==> src/rtl/ssm_pkg.sv <==
`timescale 1ns / 1ps
// ----------------------------------------------------------------------------
// ssm_pkg
// Shared types, sizes and font table of the scrolling segment marquee.
// ----------------------------------------------------------------------------
package ssm_pkg;

   // sizes of the display and of the text store
   localparam int DIGITS      = 5;
   localparam int MAX_CHARS   = 32;
   localparam int MESSAGES    = 3;

   localparam int MEM_DEPTH   = MESSAGES * MAX_CHARS;
   localparam int ADDR_W      = $clog2(MEM_DEPTH);
   localparam int LEN_W       = $clog2(MAX_CHARS + 1);
   localparam int CPOS_W      = $clog2(MAX_CHARS + 2 * DIGITS);

   // field widths fixed by the interface
   localparam int MSG_W       = 2;
   localparam int POS_W       = 5;
   localparam int CHAR_W      = 8;
   localparam int SEG_W       = 14;
   localparam int EN_W        = 5;
   localparam int DIG_W       = 3;
   localparam int PERIOD_W    = 16;

   localparam logic [PERIOD_W-1:0] PERIOD_RESET = 16'd50;

   localparam logic [CHAR_W-1:0] CHAR_A = 8'h41;
   localparam logic [CHAR_W-1:0] CHAR_Z = 8'h5A;

   // item kinds
   typedef enum logic {
      KIND_TICK = 1'b0,
      KIND_LOAD = 1'b1
   } kind_type;

   // input item
   typedef struct packed {
      kind_type           kind;
      logic               button_level;
      logic [MSG_W-1:0]   load_message;
      logic [POS_W-1:0]   load_position;
      logic [CHAR_W-1:0]  load_char;
   } req_type;

   // result item
   typedef struct packed {
      logic [SEG_W-1:0]   segments;
      logic [EN_W-1:0]    digit_enable;
      logic [DIG_W-1:0]   digit_index;
      logic [MSG_W-1:0]   message_now;
   } rsp_type;

   // 14-segment font for capital letters, blank for anything else
   function automatic logic [SEG_W-1:0] glyph_of(input logic [CHAR_W-1:0] ch);
      logic [SEG_W-1:0] seg;
      seg = '0;
      if (ch >= CHAR_A && ch <= CHAR_Z) begin
         case (5'(ch - CHAR_A))
            5'd0:    seg = 14'd8759;
            5'd1:    seg = 14'd2703;
            5'd2:    seg = 14'd57;
            5'd3:    seg = 14'd2191;
            5'd4:    seg = 14'd8761;
            5'd5:    seg = 14'd8753;
            5'd6:    seg = 14'd573;
            5'd7:    seg = 14'd8758;
            5'd8:    seg = 14'd2185;
            5'd9:    seg = 14'd30;
            5'd10:   seg = 14'd9520;
            5'd11:   seg = 14'd56;
            5'd12:   seg = 14'd374;
            5'd13:   seg = 14'd1142;
            5'd14:   seg = 14'd63;
            5'd15:   seg = 14'd8755;
            5'd16:   seg = 14'd4159;
            5'd17:   seg = 14'd9779;
            5'd18:   seg = 14'd8749;
            5'd19:   seg = 14'd2177;
            5'd20:   seg = 14'd62;
            5'd21:   seg = 14'd4400;
            5'd22:   seg = 14'd5174;
            5'd23:   seg = 14'd5440;
            5'd24:   seg = 14'd2368;
            5'd25:   seg = 14'd4361;
            default: seg = '0;
         endcase
      end
      return seg;
   endfunction

endpackage

==> src/rtl/scrolling_segment_marquee.sv <==
`timescale 1ns / 1ps
// ----------------------------------------------------------------------------
// scrolling_segment_marquee
// Scrolling text marquee for a row of multiplexed 14-segment digits. Text
// lives in a synchronous memory; scroll and scan control sit in registers.
// ----------------------------------------------------------------------------
//  channel   prefix  direction  payload              transfer when
//  input     req_    in         ssm_pkg::req_type    req_valid & !req_stall
//  result    rsp_    out        ssm_pkg::rsp_type    rsp_valid & !rsp_stall
//  register  csr_    in         scroll period        csr_write_enable
//
//  one item per cycle while req_ is not stalled; a scan tick gives its result
//  through the text memory read, then the output register; a load gives none
//  the text memory read stage and the output register lie between the two sides
//  reset needs no clearing pass: text beyond a message's length is never shown
//  a stall on rsp_ holds the result and stalls req_ once the read stage is full
// ----------------------------------------------------------------------------
module scrolling_segment_marquee (
   input  logic                               clock,
   input  logic                               reset,
   input  logic                               req_valid,
   output logic                               req_stall,
   input  ssm_pkg::req_type                   req_data,
   output logic                               rsp_valid,
   input  logic                               rsp_stall,
   output ssm_pkg::rsp_type                   rsp_data,
   input  logic                               csr_write_enable,
   input  logic [ssm_pkg::PERIOD_W-1:0]       csr_write_data
);
   import ssm_pkg::*;

   // read stage control
   typedef struct packed {
      logic               hit;
      logic [DIG_W-1:0]   digit;
      logic [MSG_W-1:0]   sel;
   } rd_ctl_type;

   logic [PERIOD_W-1:0]  period_ff;
   logic [MSG_W-1:0]     sel_ff,      sel_in;
   logic [CPOS_W-1:0]    scroll_ff,   scroll_in;
   logic [PERIOD_W-1:0]  pre_ff,      pre_in;
   logic [DIG_W-1:0]     digit_ff,    digit_in;
   logic                 button_ff;
   logic [LEN_W-1:0]     len_ff [MESSAGES];

   logic [CHAR_W-1:0]    text_mem [MEM_DEPTH];
   logic [CHAR_W-1:0]    rd_char_ff;
   rd_ctl_type           rd_ctl_ff,   rd_ctl_in;
   logic                 rd_valid_ff;

   rsp_type              rsp_ff;
   logic                 rsp_valid_ff;

   logic                 advance;
   logic                 accept;
   logic                 tick_accept;
   logic                 load_accept;
   logic                 load_ok;
   logic                 press;
   logic [MSG_W-1:0]     sel_edge;
   logic [CPOS_W-1:0]    scroll_edge;
   logic [PERIOD_W-1:0]  pre_edge;
   logic [LEN_W-1:0]     len_sel;
   logic [CPOS_W:0]      scroll_step;
   logic [CPOS_W:0]      cpos;
   logic [ADDR_W-1:0]    rd_addr;
   logic [ADDR_W-1:0]    wr_addr;
   logic [LEN_W-1:0]     load_len;

   // handshake
   assign advance     = !(rsp_valid_ff && rsp_stall);
   assign req_stall   = rd_valid_ff && !advance;
   assign accept      = req_valid && !req_stall;
   assign tick_accept = accept && (req_data.kind == KIND_TICK);
   assign load_accept = accept && (req_data.kind == KIND_LOAD);

   // load checks and store address
   assign load_ok  = (32'(req_data.load_message) < MESSAGES)
                  && (32'(req_data.load_position) < MAX_CHARS);
   assign wr_addr  = ADDR_W'(int'(req_data.load_message) * MAX_CHARS
                  + int'(req_data.load_position));
   assign load_len = LEN_W'(req_data.load_position) + LEN_W'(1);

   // button edge, prescaler and scroll step for a scan tick
   always_comb begin
      press       = button_ff && !req_data.button_level;
      sel_edge    = sel_ff;
      scroll_edge = scroll_ff;
      pre_edge    = pre_ff;
      if (press) begin
         sel_edge    = (32'(sel_ff) >= MESSAGES - 1) ? '0 : sel_ff + MSG_W'(1);
         scroll_edge = '0;
         pre_edge    = '0;
      end
      sel_in  = sel_edge;
      len_sel = len_ff[sel_edge];
      scroll_step = (CPOS_W + 1)'(scroll_edge) + (CPOS_W + 1)'(1);
      if (pre_edge < period_ff) begin
         pre_in    = pre_edge + PERIOD_W'(1);
         scroll_in = scroll_edge;
      end else begin
         pre_in = '0;
         if (scroll_step > (CPOS_W + 1)'(len_sel) + (CPOS_W + 1)'(DIGITS)) begin
            scroll_in = '0;
         end else begin
            scroll_in = CPOS_W'(scroll_step);
         end
      end
      digit_in = (32'(digit_ff) >= DIGITS - 1) ? '0 : digit_ff + DIG_W'(1);
      cpos     = (CPOS_W + 1)'(scroll_in) + (CPOS_W + 1)'(digit_ff);
      rd_ctl_in.hit   = cpos < (CPOS_W + 1)'(len_sel);
      rd_ctl_in.digit = digit_ff;
      rd_ctl_in.sel   = sel_edge;
      rd_addr = ADDR_W'(int'(sel_edge) * MAX_CHARS + int'(cpos[CPOS_W-1:0]));
   end

   // scroll period register
   always_ff @(posedge clock) begin
      if (reset) begin
         period_ff <= PERIOD_RESET;
      end else if (csr_write_enable) begin
         period_ff <= csr_write_data;
      end
   end

   // scan and scroll state
   always_ff @(posedge clock) begin
      if (reset) begin
         sel_ff    <= '0;
         scroll_ff <= '0;
         pre_ff    <= '0;
         digit_ff  <= '0;
         button_ff <= 1'b1;
      end else if (tick_accept) begin
         sel_ff    <= sel_in;
         scroll_ff <= scroll_in;
         pre_ff    <= pre_in;
         digit_ff  <= digit_in;
         button_ff <= req_data.button_level;
      end
   end

   // message lengths grow with the highest position loaded
   always_ff @(posedge clock) begin
      if (reset) begin
         for (int m = 0; m < MESSAGES; m++) begin
            len_ff[m] <= '0;
         end
      end else if (load_accept && load_ok) begin
         for (int m = 0; m < MESSAGES; m++) begin
            if (32'(req_data.load_message) == m && load_len > len_ff[m]) begin
               len_ff[m] <= load_len;
            end
         end
      end
   end

   // text memory: write on load, registered read on tick
   always_ff @(posedge clock) begin
      if (load_accept && load_ok) begin
         text_mem[wr_addr] <= req_data.load_char;
      end
      if (tick_accept) begin
         rd_char_ff <= text_mem[rd_addr];
         rd_ctl_ff  <= rd_ctl_in;
      end
   end

   // read stage valid
   always_ff @(posedge clock) begin
      if (reset) begin
         rd_valid_ff <= 1'b0;
      end else if (!req_stall) begin
         rd_valid_ff <= tick_accept;
      end
   end

   // output register
   always_ff @(posedge clock) begin
      if (reset) begin
         rsp_valid_ff <= 1'b0;
      end else if (advance) begin
         rsp_valid_ff <= rd_valid_ff;
      end
   end

   always_ff @(posedge clock) begin
      if (advance && rd_valid_ff) begin
         rsp_ff.segments     <= rd_ctl_ff.hit ? glyph_of(rd_char_ff) : '0;
         rsp_ff.digit_enable <= EN_W'(1) << rd_ctl_ff.digit;
         rsp_ff.digit_index  <= rd_ctl_ff.digit;
         rsp_ff.message_now  <= rd_ctl_ff.sel;
      end
   end

   assign rsp_valid = rsp_valid_ff;
   assign rsp_data  = rsp_ff;

endmodule

==> config.mk <==
export PLATFORM = sky130hd
export DESIGN_NAME = scrolling_segment_marquee
export DESIGN_NICKNAME = d
export VERILOG_FILES = /design/src/rtl/ssm_pkg.sv /design/src/rtl/scrolling_segment_marquee.sv
export SDC_FILE = /design/constraint.sdc
export NUM_CORES = 1
export LEC_CHECK = 0
export BUFFER_PORTS_ARGS = -buffer_cell sky130_fd_sc_hd__buf_2
export CORE_UTILIZATION = 65
export CTS_BUF_LIST = sky130_fd_sc_hd__clkbuf_4 sky130_fd_sc_hd__clkbuf_8 sky130_fd_sc_hd__clkbuf_16
export DETAILED_ROUTE_END_ITERATION = 10
export PLACE_DENSITY_LB_ADDON = 0.1
export SLEW_MARGIN = 20
export SYNTH_ARGS = -nofsm -noshare
export SYNTH_HDL_FRONTEND = slang
export SYNTH_SLANG_ARGS = --single-unit
==> constraint.sdc <==
create_clock -name clock -period 11 [get_ports clock]
set_input_delay 1.65 -clock clock [delete_from_list [all_inputs] [get_ports clock]]
set_output_delay 1.65 -clock clock [all_outputs]
set_load 0.01 [all_outputs]
# --- Word-level counts from Yosys, hierarchy flattened ---
# Memories as Yosys holds them, arrays and structs flattened. A register that Yosys moved wholly into a read port is not among the register bits.
# Cells that the tools add are included.
word_totals:
  regBits: 62
  out_inout_bits: 26
  rom_bits: 448
  n_memories: 3
  mem_bits_rw: 786
op_classes:
  n_reduce_logical: 18
  mux: 27
  n_bitwise: 4
  eq_ne: 2
  addsub: 10
  n_shift: 1
  order_cmp: 11
memory_table:
  columns: ["memory", "words", "word_bits", "read_ports", "rd_ports_with_merged_regs", "wr", "line", "rtl"]
  rows:
  - ["text_mem", 96, 8, 1, 1, 1, "scrolling_segment_marquee.sv:47", "logic [CHAR_W-1:0] text_mem [MEM_DEPTH];"]
  - ["(name not given)", 32, 14, 1, 1, 0, "ssm_pkg.sv:60", "case (5'(ch - CHAR_A))"]
  - ["len_ff", 3, 6, 4, 0, 3, "scrolling_segment_marquee.sv:45", "logic [LEN_W-1:0] len_ff [MESSAGES];"]
op_table:
  columns: ["operator", "n"]
  rows:
  - ["6-bit 2-to-1 mux", 6]
  - ["16-bit 2-to-1 mux", 2]
  - ["6-bit greater-than comparator", 3]
  - ["16-bit by 1-bit adder with 16-bit output (second input constant)", 1]
  - ["16-bit < comparator", 1]
  - ["1-bit 2-to-1 mux", 16]
  - ["1-bit logical AND", 12]
  - ["8-bit by 7-bit >= comparator with 1-bit output (second input constant)", 1]
  - ["8-bit by 7-bit <= comparator with 1-bit output (second input constant)", 1]
  - ["6-bit by 1-bit adder with 7-bit output (second input constant)", 1]
  - ["6-bit by 3-bit adder with 7-bit output", 1]
  - ["6-bit by 3-bit adder with 7-bit output (second input constant)", 1]
  - ["7-bit by 5-bit adder with 7-bit output", 1]
  - ["7-bit by 6-bit adder with 7-bit output", 1]
  - ["7-bit greater-than comparator", 1]
  - ["7-bit by 6-bit < comparator with 1-bit output", 1]
  - ["5-bit by 1-bit adder with 6-bit output (second input constant)", 1]
  - ["1-bit by 3-bit << shifter with 5-bit output (first input constant)", 1]
  - ["5-bit by 1-bit subtractor with 5-bit output (second input constant)", 1]
  - ["1-bit zero test", 4]
  - ["2-bit 2-to-1 mux", 2]
  - ["3-bit by 1-bit adder with 3-bit output (second input constant)", 1]
  - ["3-bit >= comparator (second input constant)", 1]
  - ["3-bit 2-to-1 mux", 1]
  - ["other kinds (9)", 11]

# --- Logic depth before layout (Yosys ltp) ---
# Gate-level depths: netlist (run 1).
logic_depth:
  ltp_word: 10
  depth_mapped: 30
  depth_no_buf: 28

# --- Worst setup path after synthesis (run 1) ---
# OpenSTA, ideal clock, no wires.
synth_timing:
  path_type: "input -> register"
  from: "in req_data[15] (netlist name)"
  to: "reg rd_ctl_ff[5] (netlist name), data pin"
  n_path_buf: 4
  required_ns: 10.833
  setup_time_ns: 0.167
  cell_stages: 30
  setup_slack_ns: 2.994
  t_arrival_ns: 7.839
  path_cell_list: "nand2b_1 -> clkbuf_1 -> nor3_1 -> a21oi_1 -> mux2i_1 -> a21oi_1 -> nand2_1 -> a21oi_1 -> nand2_1 -> xnor2_1 -> ha_1 -> and3_1 -> and4_1 -> o2111a_1 -> a21o_2 -> nor2_1 -> nand2_1 -> o21ai_0 -> ha_1 -> fa_1 -> xnor2_1 -> inv_1 -> clkbuf_1 -> clkbuf_1 -> clkbuf_1 -> ha_1 -> a21o_1 -> maj3_2 -> a21o_1 -> a221oi_2"
synth_lines:
  columns: ["item", "line", "rtl"]
  rows:
  - ["start, declared", "scrolling_segment_marquee.sv:23", "input ssm_pkg::req_type req_data,"]
  - ["end signal, assigned", "scrolling_segment_marquee.sv:166", "rd_ctl_ff <= rd_ctl_in;"]
  - ["end, declared", "scrolling_segment_marquee.sv:49", "rd_ctl_type rd_ctl_ff, rd_ctl_in;"]

==> impl_metrics.json, run 1 <==
{
  "diodes": 0,
  "ys_top_cells_by_area": "edfxtp_1 68%, mux4_2 13%, dfxtp_1 2.5%, ha_1 2.1%, nor2_1 2.0%",
  "start_util_pct": 65.83,
  "synth_cell_types": 71,
  "place.gp.congestion": 0.8678,
  "hold_path_class": "flop to flop",
  "clkLatencyLatePin_ns": 0.64,
  "ioPinCount": 64,
  "ir_worst_vdd_v": 0.0001678,
  "setup.worst_path.start_class": "input pin",
  "leakage_uw": 0.01296,
  "period_share_pct": 78.88,
  "mostFrequentLayoutCells": "824 x edfxtp_1, 210 x mux4_2, 189 x nor2_1",
  "syn_to_final_growth_pct": 10.60,
  "grt_pass1_wl_um": 125100,
  "core_area_um2": 55090,
  "cts_max_path_buffers": 3,
  "final_common_cell": "edfxtp_1",
  "fin_worst_skew_ns": 0.01217,
  "synth-xor-area-share_pct": 0.6796,
  "drtAntennaViolNets": 0,
  "p_int_uw": 5516,
  "vias_per_cell": 6.702,
  "dr.pass1.iters": 5,
  "wl_per_cell_um": 28.00,
  "drive_gt1_share_pct": 20.89,
  "grt_max_degree": 97,
  "synth_area_per_cell_um2": 17.39,
  "cts_hold_buf": 0,
  "wl_um": 82880,
  "num_rows": 86,
  "rsz0062_at_grt": "false",
  "clock_sinks": 870,
  "drt_iter0_drc": 2698,
  "fill_cells": 3290,
  "synth_top_area_cell": "edfxtp_1",
  "reg2reg_slack_ns": 3.02,
  "worst_pin_slew_ns": 1.174,
  "cts-root-buf": "clkbuf_16",
  "cts_buffers": 85,
  "die_x_um": 238.2,
  "synthMuxAreaShare_pct": 13.69,
  "synth-edff-count": 824,
  "p_clk_share_pct": 40.7,
  "cts.clk_slew.worst_paths_ns": 0.06,
  "netlist_area_um2": 36270,
  "maxSlewHeadroom_pct": 21.46,
  "path_class": "input pin to flop",
  "synth-simple-area-share_pct": 6.058,
  "synth-seq-area-share_pct": 70.76,
  "p_sw_share_pct": 22.21,
  "synth_top_family_by_area": "multiplexers",
  "powerDensity_nw_per_um2": 176.8,
  "yosysTopAreaCellShare_pct": 68.22,
  "grt_overflow_total": 0,
  "critPathRequiredTime_ns": 11.35,
  "cp_max_fo": 32,
  "yosys_warnings": 0,
  "outcome": "finished clean",
  "arrival_ns": 9.03,
  "synth_fa_ha_area_share_pct": 2.191,
  "drv_cap": 0,
  "vias": 19840,
  "report.final.slew_viol_count": 0,
  "first_global_vias": 19810,
  "antenna_found_initial": 1,
  "min_period_ns": 8.676,
  "end_kind": "flop",
  "io_buffers": 63,
  "ys_seq_elements": 870,
  "synth_ff_type": "edfxtp_1",
  "track_usage_pct": 30.30,
  "finalHoldViolCount": 0,
  "fin_nets": 2248,
  "drc_errors": 0,
  "setup_tns_ns": 0,
  "postCtsSetupBuffers": 0,
  "pwr-share-comb_pct": 7.6,
  "cts_resized": 0,
  "die_h_um": 238.2,
  "dieArea_um2": 56750,
  "finalSetupViolCount": 0,
  "switching_power_uw": 1575,
  "synthCells": 2086,
  "synth_compound_area_share_pct": 4.740,
  "async_flop_share_pct": 0,
  "tritoncts": "done",
  "max_freq_ghz": 0.1153,
  "h-tree-depth": 3,
  "p_seq_share_pct": 51.7,
  "hold_slack_ns": 0.4254,
  "synth_nets": 2186,
  "dp_hpwl_um": 49940
}
power by group through the flow:
stage / registers (uW) / logic, uW / clock network, uW
floorplan: 3730 / 346 / 0
global placement: 3730 / 521 / 0
detailed placement: 3730 / 534 / 0
CTS: 3660 / 536 / 2920
global route: 3670 / 577 / 3030
finish: 3660 / 538 / 2890
layer usage:
| layer | GRT usage (%) | vias to the layer above | share of wire (%) |
|---|---|---|---|
| met5 | 0 | - | 0.016 |
| met4 | 10.74 | 2 | 3.6 |
| met1 | 42.42 | 10100 | 39 |
| li1 | - | 8427 | - |
| met2 | 48.41 | 1104 | 49 |
| met3 | 5.865 | 202 | 8.7 |
state kept, by name, indices dropped and copies added (netlist names), 2 cells and up:
register / flops
sel_ff: 2
len_ff: 18
text_mem: 768
rd_ctl_ff: 6
rsp_data: 24
rd_char_ff: 8
period_ff: 16
pre_ff: 16
scroll_ff: 6
digit_ff: 3
critical path, cell delays in order:
cell,delay (ns)
buf_2,0.11
nor2b_1,0.12
nand2_1,0.10
nor2_1,0.04
a21oi_1,0.55
clkinv_1,0.48
nor2_1,0.20
a21oi_1,0.10
a21oi_1,0.26
nand2_1,0.12
xnor2_1,0.16
ha_1,0.32
and3_1,0.16
a221o_1,0.29
a21o_1,0.21
a21o_2,0.24
nor2_1,0.25
a22o_1,0.26
ha_1,0.25
a21o_1,0.15
a21oi_1,0.36
or4_1,0.63
buf_4,0.41
and2_4,0.48
a311oi_1,0.23
o21ai_0,0.66
a32oi_1,0.20
cell families after synthesis:
group	Yosys count
DFF	870
buffers and inverters	165
and+or+nand+nor	491
adders and majority gates	63
xor gates and xnor gates	23
muxes	233
AOI/OAI and AO/OA	241
path summary, 6_finish.rpt:
| check | from | endpoint | depth (start not counted) |
|---|---|---|---|
| min reg2reg | rd_ctl_ff[0] | rsp_data[0] | 0 |
| min | rd_ctl_ff[0] | rsp_data[0] | 0 |
| max reg2reg | button_ff | rd_char_ff[0] | 26 |
| max | req_data[15] | rd_char_ff[0] | 27 |
cell type report:
type	instances	area, um2	share of cell area, %
sequential	870	25660	63.98
multi-input combinational	1051	9976	24.87
clock buffer	108	2317	5.777
tap	748	935.9	2.333
timing repair buffer	83	548.0	1.366
clock inverter	43	457.9	1.142
inverter	57	214.0	0.5334
cell usage after synthesis (10+ instances only):
master    instances
nor2_1          191
inv_1            55
and2_1           49
buf_1            12
nand3_1          31
a311oi_1         30
edfxtp_1        824
mux2i_1          20
mux4_2          210
dfxtp_1          46
a21o_1           10
ha_1             61
nor2b_1          12
a221oi_1         35
xnor2_1          14
a32oi_1          12
o21ai_0          44
a21oi_1          57
nor3_1           18
clkbuf_1         85
nand2_1         148
through the flow:
stage | area, um2 | cells | total power [uW] | util [%] | setup slack, ns
finish | 40110 | 2960 | 7090 | 72.81 | 2.324
global placement | 37310 | 2809 | 4254 | 67.73 | 2.091
CTS | 40100 | 2960 | 7117 | 72.78 | 2.512
floorplan | 36270 | 2086 | 4074 | - | 2.994
detailed placement | 37320 | 2809 | 4268 | 67.74 | 1.861
global route | 40110 | 2960 | 7271 | 72.81 | 1.892
Note: power is estimated with default switching activity, not from simulation.
==> run 2: changes to the inputs <==
- CORE_UTILIZATION: 65 -> 63
- clock period: 11 -> 8.5 ns (I/O delays scaled with it)
==> run 2 against run 1 <==
  * Die area increased by 3.1%
  * Count of clock-buffer cells in the layout decreased by 2
  * Sequential power increased by 30%
  * Clock power increased by 35%
  * Via count decreased by 0.74%
  * Routed wire length decreased by 0.72%
  * Register-to-register slack got worse by 1.6 ns
  * Combinational power increased by 29%
  * Worst setup slack got worse by 1.3 ns
  * Critical path type unchanged
  * Critical endpoint is now rd_char_ff[1]
  * Largest power group unchanged
==> impl_metrics.json, run 2 (synthesis results as in run 1) <==
{
  "outcome": "finished clean",
  "clock_sinks": 870,
  "hold_path_class": "flop to flop",
  "drv_cap": 0,
  "r2r_cells": 26,
  "place.gp.congestion": 0.9056,
  "finalInstanceArea_um2": 40270,
  "worstReg2RegEnd": "rd_char_ff[1]",
  "cts_buffers": 86,
  "ir_worst_vdd_v": 0.0002076,
  "critPathRequiredTime_ns": 8.87,
  "fin_nets": 2248,
  "fin_worst_skew_ns": 0.01752,
  "drc_errors": 0,
  "vias_per_cell": 6.619,
  "largest_reg_flops": 768,
  "p_total_uw": 9326,
  "max_freq_ghz": 0.1340,
  "path_class": "input pin to flop",
  "postCtsSetupBuffers": 0,
  "tritoncts": "done",
  "min_period_ns": 7.462,
  "die_x_um": 241.9,
  "start_util_pct": 64.07,
  "setup.worst_path.start_class": "input pin",
  "drive_gt1_share_pct": 20.73,
  "drtAntennaViolNets": 0,
  "crit_path_max_incr_delay_ns": 0.57,
  "core_area_um2": 56600,
  "num_rows": 87,
  "mostFrequentLayoutCells": "824 x edfxtp_1, 210 x mux4_2, 191 x nor2_1",
  "finalHoldViolCount": 0,
  "grt_pass1_wl_um": 124200,
  "cts_max_path_buffers": 3,
  "first_global_vias": 19440,
  "clkLatencyLatePin_ns": 0.64,
  "dp_hpwl_um": 49430,
  "reg2reg_from": "button_ff",
  "hold_slack_ns": 0.4311,
  "crit_path_frequent_cell": "a21oi_1",
  "wl_per_cell_um": 27.66,
  "io_buffers": 63,
  "arrival_ns": 7.83,
  "cp_max_fo": 32,
  "end_kind": "flop",
  "reg2reg_slack_ns": 1.40,
  "leakage_uw": 0.01302,
  "dr.pass1.iters": 6,
  "ioPinCount": 64,
  "slowest_stage": "a21oi_1",
  "max_flop_register": "text_mem",
  "placed_area_um2": 37360,
  "track_usage_pct": 28.74,
  "hold_depth": 0,
  "finalSetupViolCount": 0,
  "diodes": 0,
  "worst_pin_slew_ns": 1.176,
  "antenna_found_initial": 1,
  "cts_resized": 0,
  "setup_tns_ns": 0,
  "hold_end": "rsp_data[0]",
  "report.final.slew_viol_count": 0,
  "drt_iter0_drc": 2277,
  "cts_hold_buf": 0,
  "vias": 19690,
  "maxSlewHeadroom_pct": 21.43,
  "final_common_cell": "edfxtp_1",
  "grt_overflow_total": 0,
  "period_share_pct": 87.79,
  "cts-root-buf": "clkbuf_16",
  "syn_to_final_growth_pct": 11.04,
  "h-tree-depth": 3,
  "powerDensity_nw_per_um2": 231.6,
  "dieArea_um2": 58530,
  "cts.clk_slew.worst_paths_ns": 0.06,
  "grt_max_degree": 97,
  "min_from": "rd_ctl_ff[0]",
  "die_h_um": 241.9,
  "rsz0062_at_grt": "false",
  "wl_um": 82280
}
==> run 2: worst max-delay path: cells and delay by family <==
kind | cells | cell delay, ns
adders and majority gates | 2 | 0.58
and+or+nand+nor | 7 | 1.82
muxes | 1 | 0.16
AOI/OAI and AO/OA | 12 | 3.29
buffers and inverters | 2 | 0.53
xor gates and xnor gates | 1 | 0.15
==> run 2: power by group <==
group | internal (uW) | switching (uW)
registers | 4720 | 22.7
clock network | 2290 | 1600
logic | 263 | 432
total | 7270 | 2050
==> run 2: final cells by class <==
class | count | area [um2]
clock buffer | 106 | 2320
clock inverter | 53 | 596.8
fill | 3483 | 16330
inverter | 57 | 214.0
multi-input combinational | 1051 | 9967
sequential | 870 | 25660
tap | 756 | 945.9
timing repair buffer | 82 | 565.5
==> run 2: how the worst max path moves through the flow <==
stage / slack, ns / start / cells after the start / endpoint
2_1_floorplan: 0.87 / req_data[15] / 30 / rd_ctl_ff[5]
3_3_place_gp: 0.71 / req_data[15] / 26 / rd_char_ff[3]
3_5_place_dp: 0.61 / req_data[15] / 25 / rd_char_ff[1]
4_1_cts: 1.27 / req_data[15] / 27 / rd_char_ff[1]
5_1_grt: 0.63 / req_data[15] / 26 / rd_char_ff[1]
6_report: 1.04 / req_data[15] / 25 / rd_char_ff[1]
==> run 2: metal layers <==
| layer | GRT usage (%) | wire [um] | vias up |
|---|---|---|---|
| met1 | 40.46 | 32300 | 10130 |
| met3 | 5.351 | 6679 | 136 |
| met5 | 0 | 14 | - |
| met2 | 46.30 | 40710 | 990 |
| li1 | - | - | 8434 |
| met4 | 9.196 | 2572 | 2 |
==> run 2: metrics by stage <==
step / utilization [%] / setup WS, ns / std cells
finish: 71.15 / 1.038 / 2975
global route: 71.15 / 0.6324 / 2975
CTS: 71.15 / 1.265 / 2975
detailed placement: 66.00 / 0.6063 / 2816
global placement: 65.97 / 0.7128 / 2816
floorplan: - / 0.8690 / 2086
